**config.mk**
```make
export PLATFORM = sky130hd
export DESIGN_NAME = two_class_deque_with_id_search
export DESIGN_NICKNAME = d
export VERILOG_FILES = /design/src/hdl/tcdq_pkg.sv /design/src/hdl/tcdq_cell.sv /design/src/hdl/two_class_deque_with_id_search.sv
export SDC_FILE = /design/constraint.sdc
export NUM_CORES = 1
export LEC_CHECK = 0
export BUFFER_PORTS_ARGS = -buffer_cell sky130_fd_sc_hd__buf_2
export CAP_MARGIN = 20
export CORE_MARGIN = 2
export CORE_UTILIZATION = 57
export DETAILED_ROUTE_END_ITERATION = 8
export HOLD_SLACK_MARGIN = 0.03
export PLACE_DENSITY = 0.77
export SETUP_SLACK_MARGIN = 0.5
export SYNTH_ARGS = -nofsm -noshare
export SYNTH_HDL_FRONTEND = slang
export SYNTH_SLANG_ARGS = --single-unit
```
**constraint.sdc**
```tcl
create_clock -name clk -period 4.2 [get_ports clk]
set_clock_uncertainty 0.15 [all_clocks]
set_input_delay 0.63 -clock clk [delete_from_list [all_inputs] [get_ports clk]]
set_output_delay 0.63 -clock clk [all_outputs]
set_load 0.05 [all_outputs]
```
**src/hdl/tcdq_pkg.sv**
```systemverilog
// Package with widths, request and status codes and the cell control type of the deque.
`default_nettype none
package tcdq_pkg;
    localparam int DEPTH_DEF = 16;
    localparam int ID_W      = 32;
    localparam int REQ_W     = 2;
    localparam int STATUS_W  = 2;
    localparam int TDATA_W   = 40;

    localparam logic [REQ_W-1:0] REQ_ADD    = 2'd0;
    localparam logic [REQ_W-1:0] REQ_SERVE  = 2'd1;
    localparam logic [REQ_W-1:0] REQ_SEARCH = 2'd2;

    localparam logic [STATUS_W-1:0] ST_OK       = 2'd0;
    localparam logic [STATUS_W-1:0] ST_EMPTY    = 2'd1;
    localparam logic [STATUS_W-1:0] ST_FULL     = 2'd2;
    localparam logic [STATUS_W-1:0] ST_NOTFOUND = 2'd3;

    localparam int OP_W = 3;
    localparam logic [OP_W-1:0] OP_HOLD       = 3'd0;
    localparam logic [OP_W-1:0] OP_PUSH_FRONT = 3'd1;
    localparam logic [OP_W-1:0] OP_PUSH_REAR  = 3'd2;
    localparam logic [OP_W-1:0] OP_POP        = 3'd3;
    localparam logic [OP_W-1:0] OP_LOAD       = 3'd4;
    localparam logic [OP_W-1:0] OP_STEP       = 3'd5;

    typedef struct packed {
        logic [OP_W-1:0]        op;
        logic signed [ID_W-1:0] id;
        logic                   urg;
    } cell_ctrl_t;
endpackage
`default_nettype wire

```
**src/hdl/tcdq_cell.sv**
```systemverilog
// One cell of the deque chain: holds one entry and one stage of the search result wave.
`default_nettype none
module tcdq_cell (
    input  wire logic                          clk,
    input  wire tcdq_pkg::cell_ctrl_t          ctrl,
    input  wire logic                          occupied,
    input  wire logic                          is_tail,
    input  wire logic signed [tcdq_pkg::ID_W-1:0] left_id,
    input  wire logic                          left_urg,
    input  wire logic signed [tcdq_pkg::ID_W-1:0] right_id,
    input  wire logic                          right_urg,
    input  wire logic                          right_hit,
    input  wire logic                          right_hurg,
    output logic signed [tcdq_pkg::ID_W-1:0]   id,
    output logic                               urg,
    output logic                               hit,
    output logic                               hurg
);
    import tcdq_pkg::*;

    logic signed [ID_W-1:0] id_reg;
    logic                   urg_reg;
    logic                   hit_reg;
    logic                   hurg_reg;

    always_ff @(posedge clk)
    begin
        case (ctrl.op)
            OP_PUSH_FRONT:
            begin
                id_reg  <= left_id;
                urg_reg <= left_urg;
            end
            OP_PUSH_REAR:
            begin
                if (is_tail)
                begin
                    id_reg  <= ctrl.id;
                    urg_reg <= ctrl.urg;
                end
            end
            OP_POP:
            begin
                id_reg  <= right_id;
                urg_reg <= right_urg;
            end
            OP_LOAD:
            begin
                hit_reg  <= occupied && (id_reg == ctrl.id);
                hurg_reg <= urg_reg;
            end
            OP_STEP:
            begin
                if (!hit_reg)
                begin
                    hit_reg  <= right_hit;
                    hurg_reg <= right_hurg;
                end
            end
            default:
            begin
            end
        endcase
    end

    assign id   = id_reg;
    assign urg  = urg_reg;
    assign hit  = hit_reg;
    assign hurg = hurg_reg;
endmodule
`default_nettype wire

```
**src/hdl/two_class_deque_with_id_search.sv**
```systemverilog
// Top level of the two-class deque: request decode, occupancy control and the cell chain.
// Add and serve requests give their result in the output register in the cycle after acceptance,
// and a new request is taken every cycle while the result side keeps up.
// A search compares the key with every occupied entry, then shifts the match wave to the head
// until its walk count runs out and registers the result; no request is taken until then.
// Reset clears occupancy, the state and the output valid; entry storage holds no reset value.
`default_nettype none
module two_class_deque_with_id_search #(
    parameter int DEPTH = tcdq_pkg::DEPTH_DEF
) (
    input  wire logic                           clk,
    input  wire logic                           rst_n,
    input  wire logic                           s_tvalid,
    output logic                                s_tready,
    // Fields from bit 0: req_type[1:0], entry_id[33:2], urgent[34], zero fill.
    input  wire logic [tcdq_pkg::TDATA_W-1:0]   s_tdata,
    output logic                                m_tvalid,
    input  wire logic                           m_tready,
    // Fields from bit 0: status[1:0], out_id[33:2], out_urgent[34], zero fill.
    output logic [tcdq_pkg::TDATA_W-1:0]        m_tdata
);
    import tcdq_pkg::*;

    localparam int OCC_W = $clog2(DEPTH + 1);
    localparam int IDX_W = $clog2(DEPTH);
    localparam logic S_IDLE = 1'b0;
    localparam logic S_WALK = 1'b1;

    logic                   state_reg, state_next;
    logic [OCC_W-1:0]       occ_reg, occ_next;
    logic [IDX_W-1:0]       cnt_reg, cnt_next;
    logic signed [ID_W-1:0] key_reg, key_next;
    logic                   ov_reg, ov_next;
    logic [STATUS_W-1:0]    ost_reg, ost_next;
    logic signed [ID_W-1:0] oid_reg, oid_next;
    logic                   ourg_reg, ourg_next;

    logic [REQ_W-1:0]       in_req;
    logic signed [ID_W-1:0] in_id;
    logic                   in_urg;
    logic                   accept;
    logic                   full;
    logic                   empty;
    cell_ctrl_t             ctrl;

    logic signed [ID_W-1:0] c_id   [DEPTH];
    logic                   c_urg  [DEPTH];
    logic                   c_hit  [DEPTH];
    logic                   c_hurg [DEPTH];

    assign in_req   = s_tdata[1:0];
    assign in_id    = s_tdata[33:2];
    assign in_urg   = s_tdata[34];
    assign s_tready = (state_reg == S_IDLE) && (!ov_reg || m_tready);
    assign accept   = s_tvalid && s_tready;
    assign full     = (occ_reg == OCC_W'(DEPTH));
    assign empty    = (occ_reg == '0);

    genvar gi;
    generate
        for (gi = 0; gi < DEPTH; gi++)
        begin : g_cell
            logic signed [ID_W-1:0] l_id, r_id;
            logic                   l_urg, r_urg, r_hit, r_hurg;
            if (gi == 0)
            begin : g_first
                assign l_id  = ctrl.id;
                assign l_urg = ctrl.urg;
            end
            else
            begin : g_mid
                assign l_id  = c_id[gi-1];
                assign l_urg = c_urg[gi-1];
            end
            if (gi == DEPTH - 1)
            begin : g_last
                assign r_id   = '0;
                assign r_urg  = 1'b0;
                assign r_hit  = 1'b0;
                assign r_hurg = 1'b0;
            end
            else
            begin : g_inner
                assign r_id   = c_id[gi+1];
                assign r_urg  = c_urg[gi+1];
                assign r_hit  = c_hit[gi+1];
                assign r_hurg = c_hurg[gi+1];
            end
            tcdq_cell u_cell (
                .clk        (clk),
                .ctrl       (ctrl),
                .occupied   (occ_reg > OCC_W'(gi)),
                .is_tail    (occ_reg == OCC_W'(gi)),
                .left_id    (l_id),
                .left_urg   (l_urg),
                .right_id   (r_id),
                .right_urg  (r_urg),
                .right_hit  (r_hit),
                .right_hurg (r_hurg),
                .id         (c_id[gi]),
                .urg        (c_urg[gi]),
                .hit        (c_hit[gi]),
                .hurg       (c_hurg[gi])
            );
        end
    endgenerate

    always_comb
    begin
        state_next = state_reg;
        occ_next   = occ_reg;
        cnt_next   = cnt_reg;
        key_next   = key_reg;
        ov_next    = ov_reg && !m_tready;
        ost_next   = ost_reg;
        oid_next   = oid_reg;
        ourg_next  = ourg_reg;
        ctrl.op    = OP_HOLD;
        ctrl.id    = in_id;
        ctrl.urg   = in_urg;
        if (state_reg == S_WALK)
        begin
            if (cnt_reg == '0)
            begin
                ov_next    = 1'b1;
                state_next = S_IDLE;
                if (c_hit[0])
                begin
                    ost_next  = ST_OK;
                    oid_next  = key_reg;
                    ourg_next = c_hurg[0];
                end
                else
                begin
                    ost_next  = ST_NOTFOUND;
                    oid_next  = '0;
                    ourg_next = 1'b0;
                end
            end
            else
            begin
                ctrl.op  = OP_STEP;
                cnt_next = cnt_reg - 1'b1;
            end
        end
        else if (accept)
        begin
            ov_next   = 1'b1;
            ost_next  = ST_OK;
            oid_next  = '0;
            ourg_next = 1'b0;
            case (in_req)
                REQ_ADD:
                begin
                    if (full)
                    begin
                        ost_next = ST_FULL;
                    end
                    else
                    begin
                        ctrl.op  = (in_urg && !empty) ? OP_PUSH_FRONT : OP_PUSH_REAR;
                        occ_next = occ_reg + 1'b1;
                    end
                end
                REQ_SERVE:
                begin
                    if (empty)
                    begin
                        ost_next = ST_EMPTY;
                    end
                    else
                    begin
                        ctrl.op   = OP_POP;
                        occ_next  = occ_reg - 1'b1;
                        oid_next  = c_id[0];
                        ourg_next = c_urg[0];
                    end
                end
                REQ_SEARCH:
                begin
                    if (empty)
                    begin
                        ost_next = ST_EMPTY;
                    end
                    else
                    begin
                        ctrl.op    = OP_LOAD;
                        ov_next    = 1'b0;
                        key_next   = in_id;
                        cnt_next   = IDX_W'(occ_reg - 1'b1);
                        state_next = S_WALK;
                    end
                end
                default:
                begin
                end
            endcase
        end
    end

    always_ff @(posedge clk or negedge rst_n)
    begin
        if (!rst_n)
        begin
            state_reg <= S_IDLE;
            occ_reg   <= '0;
            cnt_reg   <= '0;
            ov_reg    <= 1'b0;
        end
        else
        begin
            state_reg <= state_next;
            occ_reg   <= occ_next;
            cnt_reg   <= cnt_next;
            ov_reg    <= ov_next;
        end
    end

    always_ff @(posedge clk)
    begin
        key_reg  <= key_next;
        ost_reg  <= ost_next;
        oid_reg  <= oid_next;
        ourg_reg <= ourg_next;
    end

    assign m_tvalid = ov_reg;
    assign m_tdata  = {{(TDATA_W - ID_W - STATUS_W - 1){1'b0}}, ourg_reg, oid_reg, ost_reg};

    a_occ_bound: assert property (@(posedge clk) disable iff (!rst_n)
        occ_reg <= OCC_W'(DEPTH))
        else $error("Occupancy exceeds the queue depth.");

    a_walk_out_free: assert property (@(posedge clk) disable iff (!rst_n)
        (state_reg == S_WALK) |-> !ov_reg)
        else $error("A search is in progress while a result is pending.");

    a_serve_dec: assert property (@(posedge clk) disable iff (!rst_n)
        (accept && (in_req == REQ_SERVE) && !empty) |=> (occ_reg == $past(occ_reg) - 1'b1))
        else $error("A serve did not remove one entry.");

    a_walk_no_accept: assert property (@(posedge clk) disable iff (!rst_n)
        (state_reg == S_WALK) |-> (!accept && (occ_reg != '0)))
        else $error("A request was taken during a search, or the queue emptied.");
endmodule
`default_nettype wire

```
Yosys cells after proc, flatten, opt, wreduce, memory -nomap -nowiden:

Index checks and enable logic that the tools add are counted.

* $add $sub $neg: 3
* order comparisons: 16
* eq/ne operators: 76
* muxes and demuxes: 173
* bitwise logic cells: 2
* reduce and logical (&&, ||, !) cells: 69

Operators with widths (number)
* 32-bit case mux with 3 select lines: 16
* 32-bit 2-to-1 mux: 22
* 32-bit equality test: 16
* 2-bit AND reduction: 33
* 1-bit 2-to-1 mux: 65
* 1-bit case mux with 2 select lines: 32
* 1-bit case mux with 3 select lines: 16
* 2-bit != test (second input constant): 21
* 5-bit by 4-bit equality test with 1-bit output (second input constant): 8
* 5-bit by 4-bit > comparator with 1-bit output (second input constant): 8
* 2-bit by 1-bit != test with 1-bit output (second input constant): 16
* 5-bit by 3-bit equality test with 1-bit output (second input constant): 4
* 5-bit by 3-bit > comparator with 1-bit output (second input constant): 4
* 1-bit logical AND: 20
* 4-bit 2-to-1 mux: 5
* 2-bit 2-to-1 mux: 8
* 3-bit 2-to-1 mux: 4
* 5-bit by 2-bit equality test with 1-bit output (second input constant): 2
* 5-bit by 1-bit > comparator with 1-bit output (second input constant): 2
* 5-bit by 2-bit > comparator with 1-bit output (second input constant): 2
* 5-bit 2-to-1 mux: 2
* 5-bit case mux with 2 select lines: 1
* 3-bit case mux with 3 select lines: 1
* 4-bit AND reduction: 2
* 21 further kinds: 29

* flip-flop bits (word level): 638
* input port bits: 44
* output and inout bits: 42
* word-level logic and storage cells: 411

Longest topological paths before layout:

* word-level depth: 11
* gate-level depth with buffers: 12
* mapped depth without buffers: 7

By module:

A second synthesis with hierarchy kept.

* cells, all modules: 3418
* area, all modules: 37636.1 um^2

Modules (own cells, without submodules)
* tcdq_cell: times used 16, cells each 197, area each 2125.8 um^2, seq. area each 1051.0 um^2
* two_class_deque_with_id_search: times used 1, cells each 266, area each 3623.5 um^2, seq. area each 2287.2 um^2

Worst setup path before layout:

No wires, ideal clock.

* path type: register to register
* start point: register occ_reg[0]
* end point: register g_cell[0].u_cell.id_reg[0], enable pin
* setup time: 0.434 ns
* data arrival time: 3.719 ns
* required time: 3.616 ns
* path slack: -0.103 ns
* stages on the path, launching flop included: 8
* path buffers: 1
* cells stage by stage: dfrtp_1 -> clkbuf_1 -> inv_1 -> ha_1 -> or4b_4 -> a2111o_1 -> a21o_1 -> a21oi_1

* cells in the longest elaborated chain, start to end: 11
* elaborated cells on any way between the ends: 17

RTL lines
* from (decl): RTL line two_class_deque_with_id_search.sv:30 `logic [OCC_W-1:0] occ_reg, occ_next;`
* from (signal assigned): RTL line two_class_deque_with_id_search.sv:213 `occ_reg <= occ_next;`
* 5-bit logical NOT: RTL line two_class_deque_with_id_search.sv:57, two_class_deque_with_id_search.sv:93
* 1-bit logical NOT: RTL line two_class_deque_with_id_search.sv:161 `ctrl.op = (in_urg && !empty) ? OP_PUSH_FRONT : OP_PUSH_REAR;`
* 1-bit logical AND: RTL line two_class_deque_with_id_search.sv:161
* 2-bit 2-to-1 mux: RTL line two_class_deque_with_id_search.sv:161
* 2-bit 2-to-1 mux: RTL line two_class_deque_with_id_search.sv:155 `if (full)`
* 3-bit case mux with 3 select lines: RTL line two_class_deque_with_id_search.sv:152 `case (in_req)`
* 3-bit 2-to-1 mux: RTL line two_class_deque_with_id_search.sv:146 `else if (accept)`
* 3-bit 2-to-1 mux: RTL line two_class_deque_with_id_search.sv:121 `if (state_reg == S_WALK)`
* 3-bit by 2-bit equality test with 1-bit output or 3-bit by 1-bit equality test with 1-bit output (tied branches): RTL line tcdq_cell.sv:28 `case (ctrl.op)`
* 2-bit != test (no line) or 3-bit nonzero test (tied branches)
* 2-bit AND reduction (no line) (*)
* to (signal assigned): RTL line tcdq_cell.sv:31 `id_reg <= left_id;`
* to (signal assigned): RTL line tcdq_cell.sv:38 `id_reg <= ctrl.id;`
* to (signal assigned): RTL line tcdq_cell.sv:44 `id_reg <= right_id;`
* to (decl): RTL line tcdq_cell.sv:21 `logic signed [ID_W-1:0] id_reg;`

Every way passes the cells marked *; elsewhere a longest branch is shown, timed or not.
A chain may end at the register's enable or synchronous reset.

Worst setup path in the final report:

* start point: register occ_reg[0]
* end point: register g_cell[8].u_cell.id_reg[29], data pin

* cells in the longest elaborated chain, start to end: 10
* elaborated cells on any way between the ends: 15

RTL lines
* 5-bit logical NOT: RTL line two_class_deque_with_id_search.sv:57 `assign empty = (occ_reg == '0);`
* 1-bit logical NOT: RTL line two_class_deque_with_id_search.sv:161
* 1-bit logical AND: RTL line two_class_deque_with_id_search.sv:161
* 2-bit 2-to-1 mux: RTL line two_class_deque_with_id_search.sv:161
* 2-bit 2-to-1 mux: RTL line two_class_deque_with_id_search.sv:155
* 3-bit case mux with 3 select lines (*): RTL line two_class_deque_with_id_search.sv:152
* 3-bit 2-to-1 mux (*): RTL line two_class_deque_with_id_search.sv:146
* 3-bit 2-to-1 mux (*): RTL line two_class_deque_with_id_search.sv:121
* 3-bit by 2-bit equality test with 1-bit output or 3-bit by 1-bit equality test with 1-bit output (tied branches): RTL line tcdq_cell.sv:28
* 32-bit case mux with 3 select lines (*): RTL line tcdq_cell.sv:28
* to (signal assigned): RTL line tcdq_cell.sv:31
* to (signal assigned): RTL line tcdq_cell.sv:38
* to (signal assigned): RTL line tcdq_cell.sv:44
* to (decl): RTL line tcdq_cell.sv:21

Marks and branches as above.

==> summary.txt <==
Drt
  • DR DRC count: 0
  • First-pass DRT Iterations: 6
  • Vias: 24.2k
  • Routed length per instance: 30.1 um
  • Number of vias per cell: about 6.9
  • Iter 0 DRT Violations: 3744
  • Routed WL: roughly 100000 um
  • Routed Antenna Nets: 0

Floorplanning
  • Initial core utilization: 0.575
  • Die ar.: 61300 sq um
  • Die width: 248 um
  • Core area: approximately 59000 sq um
  • Die Span Y: approximately 250 um
  • Rows: 89
  • Number of I/O pins: between 80 and 90

Clocking
  • # clock sinks: 638
  • Inserted Clock Buffers: 70
  • Clock transition at the registers of the reported paths: 0.06 ns
  • CTS tree: yes
  • Clock root buffer master: clkbuf_16
  • Later-pin clock latency in the skew report: 0.64 ns
  • Clock buffer depth: 3
  • H-tree levels: 3

Place
  • GPL Wtd Cong: 0.949
  • IO Port Bufs: 75
  • DP Wirelength: ~76000 um
  • Pre-CTS WS: roughly 0.42 ns

Timing
  • Final hold vios: 0
  • Slew margin rel.: 0.285
  • Setup-failing EPs final: 0
  • Setup TNS: 0 ns
  • Peak Freq: between 200 and 300 MHz
  • Max-slew violations: 0
  • Min Tclk post-route: 3.78 ns
  • RSZ-0062 raised after global routing: false
  • Worst setup margin: 0.416 ns
  • Worst Max-Slew Pin Slew: between 1 and 1.5 ns
  • Crit share post-route: 0.901

Worst hold path
  • Hold Path Class: in2reg

Critical path
  • Worst Setup End Kind: flop
  • Critical path arrival: around 4 ns
  • Setup CP Type: reg2reg
  • Worst setup SP type: flop
  • Reg2Reg Setup Slack: 0.42 ns
  • Crit Path Max Fanout: 162
  • Worst path required time: 4.42 ns

Synthesis
  • Synth unique cells: 60
  • Number of synthesized flops with an enable pin: 627
  • Synth Area per Inst: 12.7 sq um
  • Ys async rst share: 0.0172
  • Synth Flop Type: edfxtp_1
  • Synth Cell Area: 33800 sq um
  • Sequential share of the synthesized area: 0.564
  • Cells after synthesis: 2661
  • Flop and latch count out of synthesis: about 640
  • YS warnings: 0

Pwr
  • Max VDD drop: 483 uV
  • Cell Pwr Density: around 530 nW/um^2
  • Lkg Pwr: 13.3 nW

Global route
  • Pin count of the biggest net entering global routing: 163
  • Vias in the first global route: 23.1k
  • Initial antenna violation count: 1
  • First-pass GRT wire length: 154000 um
  • Global route total overflow: 0
  • GRT Total Usage: 0.340

Finish
  • Layout Area Growth over Synthesis: 10.0%
  • Diodes inserted: 0
  • Nets: approximately 2.7k
  • Fin util: 0.632
  • Share of cells above drive strength 1: 0.151
  • Most frequent cells in the layout: edfxtp_1 (627), xnor2_1 (400), nand2_1 (302)
  • Filler instances: 4361
  • Largest register FFs: 512
  • Most common cell after layout, fill and taps aside: edfxtp_1

Flow run
  • Max cap viols: 0

Run status
  • Status: completed
-- final cells by class --
| type | instances | area [sq um] | area share |
|---|---|---|---|
| Timing Repair Buffer | 176 | 1500 | 0.0402 |
| Multi-Input combinational cell | 1761 | 13300 | 0.357 |
| Clock buffer | 91 | 1850 | 0.0497 |
| Sequential cell | 638 | 19100 | 0.513 |
| Tap cell | 773 | 967 | 0.0260 |
| Clock inverter | 36 | 467 | 0.0125 |
| Inverter | 10 | 37.5 | 0.00101 |
-- worst max-delay path, stage by stage, from the launching register on --
cell and delay [ns]:
dfrtp_1 0.39, inv_1 0.20, ha_1 0.25, or4b_4 0.62, a2111o_1 0.56, o21bai_4 0.34
buf_12 0.26, a221o_2 0.50
-- report_power, final --
part	internal, W	switching, W	leakage (nW)
clock network	0.00370	0.00267	1.12
logic	0.00161	0.00301	6.35
registers	0.00809	0.000546	5.86
-- stage by stage --
stage	total power [W]	std cells	area, sq um	hold WS [ns]
floorplan	0.0117	2665	33900	0.184
global placement	0.0130	3346	34700	0.356
detailed placement	0.0132	3347	34800	0.373
CTS	0.0195	3479	37100	0.153
global route	0.0202	3485	37200	0.189
finish	0.0196	3485	37200	0.170
-- cells by family after synthesis --
| logic type | Yosys count | share of synthesized area |
|---|---|---|
| AOI/OAI and AO/OA | 576 | 0.144 |
| xor gates and xnor gates | 519 | 0.134 |
| adders and majority gates | 11 | 0.00407 |
| buffers and inverters | 266 | 0.0469 |
| DFF | 638 | 0.564 |
| muxes | 67 | 0.0216 |
| other | 1 | 0.000111 |
| and+or+nand+nor | 583 | 0.0842 |
-- path summary, 6_finish.rpt --
| kind | from | end | cells after the start |
|---|---|---|---|
| max in group asynchronous | rst_n | m_tvalid$_DFF_PN0_ | 2 |
| min in group asynchronous | rst_n | occ_reg[4]$_DFFE_PN0P_ | 2 |
| setup / recovery | occ_reg[0]$_DFFE_PN0P_ | g_cell[8].u_cell.id[29]$_DFFE_PP_ | 7 |
| hold / removal | s_tvalid | m_tvalid$_DFF_PN0_ | 3 |
| setup reg to reg | occ_reg[0]$_DFFE_PN0P_ | g_cell[8].u_cell.id[29]$_DFFE_PP_ | 7 |
| hold reg to reg | key_reg[19]$_DFFE_PP_ | oid_reg[19]$_DFFE_PP_ | 1 |
-- cell usage after synthesis (all sizes together) (5+ instances only) --
cell type | count | area share
nor4 | 45 | 0.0083
buf | 175 | 0.037
clkbuf | 81 | 0.0090
a41o | 7 | 0.0021
a22o | 34 | 0.0088
mux2i | 18 | 0.0053
nand2 | 319 | 0.038
nand4 | 112 | 0.021
xor2 | 119 | 0.031
nor2 | 28 | 0.0031
xnor2 | 400 | 0.10
edfxtp | 627 | 0.56
dfrtp | 11 | 0.0081
and2 | 19 | 0.0043
a22oi | 223 | 0.049
mux2 | 49 | 0.016
o21ai | 21 | 0.0031
ha | 11 | 0.0041
a21oi | 25 | 0.0037
a21o | 19 | 0.0042
nor3 | 16 | 0.0024
nand3 | 25 | 0.0037
a31o | 5 | 0.0013
a221o | 224 | 0.067
inv | 10 | 0.0011
-- routing by layer --
layer | GRT usage | part of all wire
met1 | 0.463 | 0.38
met2 | 0.535 | 0.46
met3 | 0.101 | 0.13
met4 | 0.0828 | 0.025
met5 | 0 | 0.000086
-- what timing repair did --
action	in CTS	in global routing
endpoints found under the hold margin	11	0
gates resized for setup	1	11
buffers inserted	4	5
pin swaps	1	1
hold buffers	1	0
setup endpoints to repair	302	590
Power figures use the tool's default switching activity.
